--- src/design/bsbq_pkg.sv ---
package bsbq_pkg;

    localparam int MAX_BOXES  = 64;
    localparam int COORD_BITS = 16;
    localparam int TAG_W      = 8;
    localparam int CNT_W      = $clog2(MAX_BOXES + 1);
    localparam int IDX_W      = (MAX_BOXES > 1) ? $clog2(MAX_BOXES) : 1;

    // command codes
    localparam logic [1:0] CMD_ADD       = 2'd0;
    localparam logic [1:0] CMD_REMOVE    = 2'd1;
    localparam logic [1:0] CMD_BOTTOM    = 2'd2;
    localparam logic [1:0] CMD_INTERSECT = 2'd3;

    // status codes
    localparam logic [1:0] ST_OK        = 2'd0;
    localparam logic [1:0] ST_FULL      = 2'd1;
    localparam logic [1:0] ST_NOT_FOUND = 2'd2;

    typedef logic signed [COORD_BITS-1:0] t_coord;
    typedef logic signed [COORD_BITS:0]   t_wide;
    typedef logic [CNT_W-1:0]             t_count;
    typedef logic [IDX_W-1:0]             t_index;

    typedef struct packed {
        t_coord x;
        t_coord y;
        t_coord z;
    } t_vec3;

    // one stored box
    typedef struct packed {
        t_vec3              lo;
        t_vec3              hi;
        logic [TAG_W-1:0]   tag;
    } t_entry;

    // command operands, broadcast to every cell
    typedef struct packed {
        logic [1:0]         cmd;
        logic [TAG_W-1:0]   tag;
        t_vec3              lo;
        t_vec3              hi;
        t_vec3              off;
    } t_query;

    // token that walks the chain, one cell per cycle
    typedef struct packed {
        logic   valid;
        logic   have;
        logic   found;
        logic   hit;
        t_vec3  lo;
        t_vec3  hi;
        t_coord bz;
    } t_tok;

    function automatic t_coord cmin(input t_coord a, input t_coord b);
        return (b < a) ? b : a;
    endfunction

    function automatic t_coord cmax(input t_coord a, input t_coord b);
        return (b > a) ? b : a;
    endfunction

    function automatic t_wide widen(input t_coord v);
        return t_wide'(v);
    endfunction

endpackage

--- src/design/bsbq_cell.sv ---
module bsbq_cell (
    input  logic            i_clk,
    input  logic            i_rst_n,
    input  bsbq_pkg::t_index i_index,
    input  bsbq_pkg::t_count i_count,
    input  bsbq_pkg::t_query i_qry,
    input  logic            i_wr,
    input  logic            i_shift,
    input  bsbq_pkg::t_entry i_next_entry,
    output bsbq_pkg::t_entry o_entry,
    input  bsbq_pkg::t_tok   i_tok,
    output bsbq_pkg::t_tok   o_tok
);

    bsbq_pkg::t_entry r_entry;
    bsbq_pkg::t_tok   r_tok;
    bsbq_pkg::t_tok   n_tok;
    logic             r_del;
    logic             live;
    logic             match;
    logic             ov_xy;
    logic             ov_3d;

    assign live = bsbq_pkg::t_count'(i_index) < i_count;

    // hold the box; take a new one on add, or the neighbour's on compaction
    always_ff @(posedge i_clk) begin
        if (i_wr && (bsbq_pkg::t_count'(i_index) == i_count)) begin
            r_entry <= '{lo: i_qry.lo, hi: i_qry.hi, tag: i_qry.tag};
        end else if (i_shift && r_del) begin
            r_entry <= i_next_entry;
        end
    end

    assign o_entry = r_entry;

    // overlap tests against this cell's box
    assign ov_xy = (r_entry.hi.x >= i_qry.lo.x) && (r_entry.lo.x <= i_qry.hi.x) &&
                   (r_entry.hi.y >= i_qry.lo.y) && (r_entry.lo.y <= i_qry.hi.y);

    assign ov_3d =
        ((bsbq_pkg::widen(r_entry.lo.x) + bsbq_pkg::widen(i_qry.off.x))
            < bsbq_pkg::widen(i_qry.hi.x)) &&
        ((bsbq_pkg::widen(r_entry.hi.x) + bsbq_pkg::widen(i_qry.off.x))
            > bsbq_pkg::widen(i_qry.lo.x)) &&
        ((bsbq_pkg::widen(r_entry.lo.y) + bsbq_pkg::widen(i_qry.off.y))
            < bsbq_pkg::widen(i_qry.hi.y)) &&
        ((bsbq_pkg::widen(r_entry.hi.y) + bsbq_pkg::widen(i_qry.off.y))
            > bsbq_pkg::widen(i_qry.lo.y)) &&
        ((bsbq_pkg::widen(r_entry.lo.z) + bsbq_pkg::widen(i_qry.off.z))
            < bsbq_pkg::widen(i_qry.hi.z)) &&
        ((bsbq_pkg::widen(r_entry.hi.z) + bsbq_pkg::widen(i_qry.off.z))
            > bsbq_pkg::widen(i_qry.lo.z));

    assign match = live && (i_qry.cmd == bsbq_pkg::CMD_REMOVE) && !i_tok.found &&
                   (r_entry.tag == i_qry.tag);

    // fold this cell's box into the passing token
    always_comb begin
        n_tok = i_tok;
        case (i_qry.cmd)
            bsbq_pkg::CMD_REMOVE: begin
                n_tok.found = i_tok.found || match;
                if (live && !match) begin
                    n_tok.have = 1'b1;
                    if (!i_tok.have) begin
                        n_tok.lo = r_entry.lo;
                        n_tok.hi = r_entry.hi;
                    end else begin
                        n_tok.lo.x = bsbq_pkg::cmin(i_tok.lo.x, r_entry.lo.x);
                        n_tok.lo.y = bsbq_pkg::cmin(i_tok.lo.y, r_entry.lo.y);
                        n_tok.lo.z = bsbq_pkg::cmin(i_tok.lo.z, r_entry.lo.z);
                        n_tok.hi.x = bsbq_pkg::cmax(i_tok.hi.x, r_entry.hi.x);
                        n_tok.hi.y = bsbq_pkg::cmax(i_tok.hi.y, r_entry.hi.y);
                        n_tok.hi.z = bsbq_pkg::cmax(i_tok.hi.z, r_entry.hi.z);
                    end
                end
            end
            bsbq_pkg::CMD_BOTTOM: begin
                if (live && ov_xy && (i_tok.bz > r_entry.lo.z)) begin
                    n_tok.bz = r_entry.lo.z;
                end
            end
            bsbq_pkg::CMD_INTERSECT: begin
                if (live && ov_3d) begin
                    n_tok.hit = 1'b1;
                end
            end
            default: begin
                n_tok = i_tok;
            end
        endcase
    end

    // advance the token; mark cells at or past a removed entry for compaction
    always_ff @(posedge i_clk) begin
        if (!i_rst_n) begin
            r_tok.valid <= 1'b0;
            r_del       <= 1'b0;
        end else begin
            r_tok.valid <= i_tok.valid;
            if (i_tok.valid) begin
                r_del       <= n_tok.found;
                r_tok.have  <= n_tok.have;
                r_tok.found <= n_tok.found;
                r_tok.hit   <= n_tok.hit;
                r_tok.lo    <= n_tok.lo;
                r_tok.hi    <= n_tok.hi;
                r_tok.bz    <= n_tok.bz;
            end
        end
    end

    assign o_tok = r_tok;

endmodule

--- config.mk ---
export PLATFORM = sky130hd
export DESIGN_NAME = bsbq_cell
export DESIGN_NICKNAME = d
export VERILOG_FILES = /design/src/design/bsbq_pkg.sv /design/src/design/bsbq_cell.sv
export SDC_FILE = /design/constraint.sdc
export NUM_CORES = 1
export LEC_CHECK = 0
export ABC_AREA = 1
export BUFFER_PORTS_ARGS = -buffer_cell sky130_fd_sc_hd__buf_2
export CORE_AREA = 2 2 239 241
export CTS_CLUSTER_DIAMETER = 120
export DETAILED_ROUTE_END_ITERATION = 16
export DIE_AREA = 0 0 241 243
export PLACE_DENSITY_LB_ADDON = 0.25
export SYNTH_ARGS = -nofsm -noshare
export SYNTH_HDL_FRONTEND = slang
export SYNTH_SLANG_ARGS = --single-unit
--- constraint.sdc ---
create_clock -name i_clk -period 11.5 [get_ports i_clk]
set_clock_uncertainty 0.1 [all_clocks]
set_input_delay 1.15 -clock i_clk [delete_from_list [all_inputs] [get_ports i_clk]]
set_output_delay 1.15 -clock i_clk [all_outputs]
set_load 0.02 [all_outputs]
# After elaboration in Yosys (flattened, before gate mapping)
# Cells that the tools add are included.
[word_totals]
regBits = 221
input_bits = 391
[op_classes]
n_lt_le_gt_ge = 18
addsub = 6
eq_ne = 5
reduce_logical = 22
n_mux = 17
[op_table]
columns = ["op", "n"]
rows = [
  ["2-to-1 mux 96 bit", 3],
  ["2-to-1 mux 104 bit", 2],
  ["2-to-1 mux 16 bit", 8],
  ["adder 16 x 16 -> 17 bit", 6],
  ["greater-than comparator 16 bit", 4],
  ["greater-than comparator 17 x 16 -> 1 bit", 3],
  ["< comparator 17 x 16 -> 1 bit", 3],
  ["< comparator 16 bit", 3],
  ["greater-or-equal comparator 16 bit", 2],
  ["<= comparator 16 bit", 2],
  ["logical AND 1 bit", 17],
  ["== test 8 bit", 1],
  ["== test 6 x 7 -> 1 bit", 1],
  ["< comparator 6 x 7 -> 1 bit", 1],
  ["== test 2 bit, second input constant", 2],
  ["2-to-1 mux 1 bit", 3],
  ["== test 2 x 1 -> 1 bit, second input constant", 1],
  ["zero test 1 bit", 2],
  ["2-to-1 mux 2 bit", 1],
  ["AND reduction 2 bit", 1],
  ["nonzero test 2 bit", 1],
  ["logical OR 1 bit", 1],
]

# Logic depth before layout (Yosys ltp)
# Gate-level depths: netlist of run 1.
[logic_depth]
depth_word = 10
mapped_depth = 26
mapped_depth_nobuf = 26

# Worst setup path before layout of run 1
# Ideal clock, no wire load.
[synth_path]
path_kind = "input to register"
start = "input i_count[2]"
end = "register r_entry, in the netlist o_entry[0], enable pin"
cell_stages = 7
setup_ps = 466
path_buffers = 1
slack_ps = 6769
t_arrival_ps = 4165
path_cell_list = "inv_1 -> ha_1 -> inv_1 -> nor3_1 -> nand2_1 -> clkbuf_1 -> nand2_1"
[synth_via]
elab_chain_cells = 3
[synth_lines]
columns = ["element", "line_no", "source"]
rows = [
  ["start: declaration", "bsbq_cell.sv:5", "input bsbq_pkg::t_count i_count,"],
  ["== test 6 x 7 -> 1 bit", "bsbq_cell.sv:28", "if (i_wr && (bsbq_pkg::t_count'(i_index) == i_count)) begin"],
  ["logical AND 1 bit", "bsbq_cell.sv:28", ""],
  ["nonzero test 2 bit (no line)", "--", ""],
  ["end signal: assignment", "bsbq_cell.sv:29", "r_entry <= '{lo: i_qry.lo, hi: i_qry.hi, tag: i_qry.tag};"],
  ["end signal: assignment", "bsbq_cell.sv:31", "r_entry <= i_next_entry;"],
  ["end: declaration", "bsbq_cell.sv:15", "bsbq_pkg::t_entry r_entry;"],
]
# Every way passes these cells.
# A chain may end at the register's enable or synchronous reset.

==> run_results.csv, run 1 <==
group,metric,value,unit
power,power,2.69,mW
global_route,globalRouteOverflowTotal,0,
sta,slew_headroom,0.329,
drt,routed_wl,75.9,mm
synth,ys_ff_latch,221,
synth,yosys.area_share.adder,0.225,
synth,yosys_warnings,0,
sta,hold_violations,0,
final_layout,final_common_cell,"nand2_1",
synth,synth_top_family_by_area,"simple AND/OR/NAND/NOR gates",
power,vdd_drop_max,114,uV
sta,fmax,0.232,GHz
worst_setup_path,cp.arrival,4.66,ns
flow_run,cap_viol_max_count,0,
clocking,cts.clk_slew.worst_paths,0.07,ns
clocking,cts_buffers,28,
sta,fin_hold_ws,0.411,ns
synth,synthesis.nets,3506,
drt,drtAntennaViolNets,0,
placed_design,io_buffers,610,
floorplanning,die_h,243,um
clocking,clockBufferDepth,3,
worst_setup_path,cp_max_fo,4,
clocking,insertion_delay,0.58,ns
final_layout,final_cell_mix,"nand2_1, buf_2, inv_1",
floorplanning,core-area,56000,um2
synth,netlist_area,21300,um2
synth,synth-simple-area-share,0.228,
sta,setup_tns,0,ns
global_route,grt_first_pass_wirelength,113,mm
worst_setup_path,start_kind,"input pin",
final_layout,nets,4105,
floorplanning,fp-row-count,87,
power,power_density,103,nW/um2
drt,num_vias,20500,
clocking,cts_tree,"yes",
synth,ys.flop_type,"edfxtp_1",
clocking,cts.sinks,221,
floorplanning,pin_count,611,
synth,synthCells,2735,
worst_setup_path,path_buf_inv,3,
drt,drcViolationCount,0,
final_layout,drive_gt1_frac,0.208,
sta,period_minus_slack,4.30,ns
drt,dr.pass1.iters,5,
floorplanning,die_area,58600,um2
synth,post_synth.cell_area_avg,7.79,um2
synth,synth_cell_types,52,
clocking,cts_hold_buf,0,
sta,slew_violations,0,
worst_hold_path,hp-class,"flop to flop",
floorplanning,initial_core_util,0.381,
worst_setup_path,critPathKind,"input pin to flop",
worst_setup_path,max_stage_delay,0.50,ns
floorplanning,die_w,241,um
worst_setup_path,crit_top_cell,"nand2_1",
global_route,antenna_found_initial,13,
placed_design,dp_hpwl,62.3,mm
sta,fin_crit_sh,0.374,
sta,tightest_slew,1.00,ns
synth,synth-xor-area-share,0.0358,
clocking,clockRootBuffer,"clkbuf_16",
global_route,track_usage,0.252,
sta,rsz0062_at_grt,"no",
drt,wl_per_cell,18.4,um
worst_setup_path,worstPathRequired,11.86,ns
final_layout,area_growth,22.2,%
synth,synth_edf_count,219,
worst_setup_path,crit_path_end_kind,"flop",
clocking,postCtsSetupBuffers,0,
global_route,grt_max_degree,195,
global_route,first_global_vias,19400,
placed_design,gp_congestion,0.938,
clocking,htreeDepth,1,
worst_setup_path,crit_chain,"buf_2, ha_1, inv_1, fa_1, o21ai_0, nand4_1, nand3_1, nand3_1, nand2_1, nand2_1, a31oi_1, inv_1, ha_1, nand2_1, nor2_1, and2_1, nand3b_1, nand3_1, nor2_1, nor2_1, nand3_1, nor2_1, nand2_1, nand2_1",
clocking,cts_resized,0,
drt,first_iter_violations,1175,
power,p_leak,14.0,nW
sta,setup_viol,0,
synth,yosys-mux-area-fraction,0.00740,
worst_setup_path,cp_slowest_cell,"o21ai_0",
synth,async_reset_ff_frac,0,
synth,synth-compound-area-share,0.107,
outcome,status,"finished clean",
worst_setup_path,path_delay_family,"simple AND/OR/NAND/NOR gates",
drt,viasPerCell,4.98,
synth,ys_seq_area_frac,0.311,
metrics by stage:
step | worst slack (ns) | std cells | util | area [um2]
2_1_floorplan | 6.77 | 2735 | - | 21300
3_3_place_gp | 6.72 | 4060 | 0.448 | 25100
3_5_place_dp | 6.67 | 4060 | 0.448 | 25100
4_1_cts | 7.29 | 4110 | 0.465 | 26000
5_1_grt | 6.85 | 4116 | 0.465 | 26000
6_report | 7.20 | 4118 | 0.465 | 26000
worst paths after layout:
path                              start                    to  slack (ns)  cells past startpoint
setup / recovery              i_qry[32]  o_tok[112]$_DFFE_PP_        7.20                     24
hold / removal       r_del$_SDFFE_PN0P_    r_del$_SDFFE_PN0P_        0.41                      2
setup reg to reg  o_entry[56]$_DFFE_PP_  o_tok[112]$_DFFE_PP_        7.39                     24
hold reg to reg      r_del$_SDFFE_PN0P_    r_del$_SDFFE_PN0P_        0.41                      2
sequential cells by signal, summed over array words and instances (netlist names):
register	flops
o_tok	116
r_del	1
o_entry	104
cell usage after synthesis (4+ instances only):
library cell  number  share of area
o31ai_1            6         0.0021
nand4_1           33         0.0097
nand3_1          191          0.045
nand2_1          743           0.13
clkbuf_1          19         0.0033
buf_4              5         0.0018
a21boi_1           4         0.0014
buf_6              9         0.0048
o21ai_0          145          0.034
nor2_1           149          0.026
edfxtp_1         219           0.31
nand2_2            7         0.0021
o21a_1             4         0.0014
o21ai_1           11         0.0026
xor2_1            45          0.019
o221ai_1           6         0.0025
xnor2_1           42          0.017
a211oi_1           7         0.0025
nand3_2            4         0.0019
inv_1            409          0.072
o2111ai_1          5         0.0021
a21o_1            14         0.0049
mux2_2            14         0.0074
a21boi_0           7         0.0025
ha_1             374           0.22
nor4_1             7         0.0021
nor3_1            10         0.0023
a21oi_1          167          0.039
buf_2             12         0.0028
fa_1               6         0.0056
nor3b_1            5         0.0018
o21bai_1           8         0.0028
nand3b_1           9         0.0032
a31oi_1           12         0.0035
worst reg2reg max path, stage by stage, from the launching register on:
cell	delay, ns
edfxtp_1	0.60
ha_1	0.25
inv_1	0.05
fa_1	0.42
o21ai_0	0.38
nand4_1	0.14
nand3_1	0.17
nand3_1	0.11
nand2_1	0.07
nand2_1	0.06
a31oi_1	0.12
inv_1	0.06
ha_1	0.32
nand2_1	0.06
inv_1	0.06
nand3_1	0.09
nor2_1	0.16
nand4_1	0.11
nand3_1	0.13
nor2_1	0.07
nor2_1	0.19
nand2_1	0.08
nor2_1	0.08
nand2_1	0.06
nand2_1	0.05
metal layers:
metal,vias to the layer above,wire length [um],global-route usage
li1,10400,-,-
met1,9261,32900,0.331
met2,721,36000,0.433
met4,4,1950,0.0628
met5,-,27,0
met3,96,4930,0.0346
cell type report:
type                    instances  area (um2)
inverters                     413        1560
multi-input cells            2054       12900
clock inverters                17         193
clock buffers                  33         741
flip-flops and latches        221        6620
repair buffers                616        3110
diodes                          8        20.0
well taps                     756         946
fillers                      5765       29900
power breakdown:
| group | internal [mW] | leakage, nW | switching [mW] |
|---|---|---|---|
| combinational | 0.304 | 11.5 | 0.491 |
| sequential | 0.934 | 2.05 | 0.0325 |
| clock | 0.547 | 0.455 | 0.380 |
cells by family after synthesis:
logic type                 Yosys count
muxes                               14
buffers and inverters              460
AOI/OAI and AO/OA                  407
xor gates and xnor gates            87
adders and majority gates          380
DFF                                221
and+or+nand+nor                   1166
No activity file was read; power rests on OpenSTA's default activity.
==> inputs of run 2 (changes only) <==
- CORE_AREA: 2 2 239 241 -> 2 2 241 243
- DIE_AREA: 0 0 241 243 -> 0 0 243 245
- clock period: 11.5 -> 4 ns (I/O delays scaled with it)
==> run 2 against run 1 <==
Compared with the run above:
- clock-buffer cell count rose by 2
- cell count increased by 4.9%
- hold slack lost 0.39 ns
- critical path type is now flop to flop
- largest power group unchanged
==> run_results.csv, run 2 (synthesized netlist as in run 1, its figures left out) <==
group,metric,value,unit
outcome,status,"finished clean",
drt,dr.pass1.iters,5,
global_route,first_global_vias,20800,
final_layout,final_cell_mix,"nand2_1, buf_2, inv_1",
worst_setup_path,cp.arrival,3.96,ns
sta,setup_viol,0,
clocking,cts.clk_slew.worst_paths,0.07,ns
clocking,clockBufferDepth,3,
worst_setup_path,max_stage_delay,0.40,ns
sta,fin_ws,0.289,ns
sta,slew_violations,0,
drt,wl_per_cell,18.3,um
clocking,cts.sinks,221,
sta,hold_violations,0,
sta,tightest_slew,0.754,ns
power,p_leak,14.8,nW
final_layout,drive_gt1_frac,0.211,
floorplanning,pin_count,611,
worst_setup_path,path_buf_inv,2,
placed_design,dp_hpwl,64.8,mm
placed_design,dpl_worst_slack,0.0668,ns
global_route,antenna_found_initial,13,
worst_setup_path,r2r_end,"o_tok[112]$_DFFE_PP_",
placed_design,gp_congestion,0.939,
placed_design,io_buffers,610,
floorplanning,core-area,57000,um2
final_layout,largest_reg_flops,116,
worst_hold_path,min_path_cells,3,
global_route,globalRouteOverflowTotal,0,
power,vdd_drop_max,301,uV
final_layout,fillers,5629,
worst_setup_path,r2r_cells,26,
sta,slew_headroom,0.497,
worst_setup_path,crit_path_end_kind,"flop",
final_layout,final_common_cell,"nand2_1",
placed_design,dpl_cell_area,25500,um2
floorplanning,die_area,59500,um2
clocking,htreeDepth,1,
sta,setup_tns,0,ns
final_layout,fin_area,27900,um2
clocking,postCtsSetupBuffers,0,
final_layout,nets,4295,
drt,num_vias,21400,
floorplanning,die_h,245,um
drt,routed_wl,79.0,mm
final_layout,area_growth,30.9,%
worst_setup_path,regToRegSetupSlack,0.29,ns
worst_setup_path,worstPathRequired,4.25,ns
sta,fmax,0.270,GHz
global_route,grt_first_pass_wirelength,118,mm
flow_run,cap_viol_max_count,0,
clocking,cts_buffers,28,
worst_setup_path,cp_max_fo,4,
sta,fin_crit_sh,0.928,
worst_setup_path,start_kind,"flop",
floorplanning,fp-row-count,88,
power,power_density,278,nW/um2
worst_hold_path,hp-class,"input pin to flop",
worst_setup_path,cp_slowest_cell,"edfxtp_1",
floorplanning,initial_core_util,0.373,
worst_setup_path,rr_startpoint,"o_entry[8]$_DFFE_PP_",
drt,drcViolationCount,0,
clocking,insertion_delay,0.58,ns
worst_setup_path,crit_top_cell,"nand2_1",
drt,drtAntennaViolNets,0,
clocking,cts_tree,"yes",
sta,period_minus_slack,3.71,ns
worst_setup_path,critPathKind,"flop to flop",
floorplanning,die_w,243,um
clocking,clockRootBuffer,"clkbuf_16",
drt,viasPerCell,4.95,
worst_hold_path,holdPathEnd,"o_entry[73]$_DFFE_PP_",
final_layout,finalCoreUtilization,0.489,
worst_setup_path,path_delay_family,"simple AND/OR/NAND/NOR gates",
global_route,track_usage,0.256,
global_route,grt_max_degree,77,
worst_hold_path,worstHoldStart,"i_next_entry[73]",
drt,first_iter_violations,1183,
==> run 2: layout make-up <==
cell class / count / area (um2) / share of cell area
inverters: 413 / 1560 / 0.0558
clock inverters: 13 / 133 / 0.00476
repair buffers: 806 / 4950 / 0.178
clock buffers: 35 / 748 / 0.0268
diodes: 12 / 30.0 / 0.00108
multi-input cells: 2054 / 12900 / 0.462
flip-flops and latches: 221 / 6620 / 0.237
well taps: 765 / 957 / 0.0343
==> run 2: repair_timing <==
item | 4_1_cts | 5_1_grt
hold endpoints to repair | 146 | 0
gates resized for setup | 0 | 11
setup endpoints to repair | 0 | 1
hold buffers | 147 | 0
==> run 2: worst max-delay path by stage <==
stage                     cells after the start  slack [ns]                  start              endpoint
after floorplan                               7        0.02             i_count[2]  o_entry[0]$_DFFE_PP_
after global placement                       24        0.12              i_qry[32]  o_tok[112]$_DFFE_PP_
after detailed placement                     26        0.07               i_qry[0]  o_tok[112]$_DFFE_PP_
after CTS                                    21        0.15  o_entry[90]$_DFFE_PP_  o_tok[112]$_DFFE_PP_
after global routing                         22       -0.02  o_entry[89]$_DFFE_PP_  o_tok[112]$_DFFE_PP_
final                                        26        0.29   o_entry[8]$_DFFE_PP_  o_tok[112]$_DFFE_PP_
==> run 2: worst register-to-register path, cell delays in order (launching register included) <==
cell and delay [ns]:
edfxtp_1 0.40, ha_1 0.20, inv_1 0.08, fa_1 0.40
inv_1 0.07, nand3_1 0.06, nand2_1 0.12, a21oi_2 0.10
o21ai_2 0.15, a21boi_1 0.13, o21ai_2 0.18, nand2_1 0.08
nand2_1 0.06, nand2_1 0.05, ha_1 0.34, nand2_1 0.09
nor2_1 0.14, and2_1 0.16, nand4_1 0.11, nand3_1 0.11
nand2_1 0.05, nand2_1 0.06, nor2_2 0.05, nand2_1 0.06
nor2_1 0.03, nand2_1 0.07, nand2_1 0.04
==> run 2: per-layer routing <==
metal,wire (um),share of wire,GRT usage
met1,33400,0.42,0.321
met4,2690,0.034,0.0955
met3,4940,0.063,0.0353
met2,38000,0.48,0.447
met5,26,0.00033,0
==> run 2: where the power goes <==
group          switching (mW)  internal, mW
clock network            1.07          1.45
logic                    1.48          1.00
registers              0.0710          2.68
==> run 2: metrics by stage <==
| stage | instances | hold slack, ns | total power, mW |
|---|---|---|---|
| final | 4319 | 0.0255 | 7.76 |
| after global routing | 4317 | 0.0185 | 8.22 |
| after CTS | 4307 | 0.000901 | 7.81 |
| after detailed placement | 4112 | 0.392 | 5.14 |
| after global placement | 4112 | 0.385 | 5.13 |
| after floorplan | 2735 | 0.362 | 4.32 |
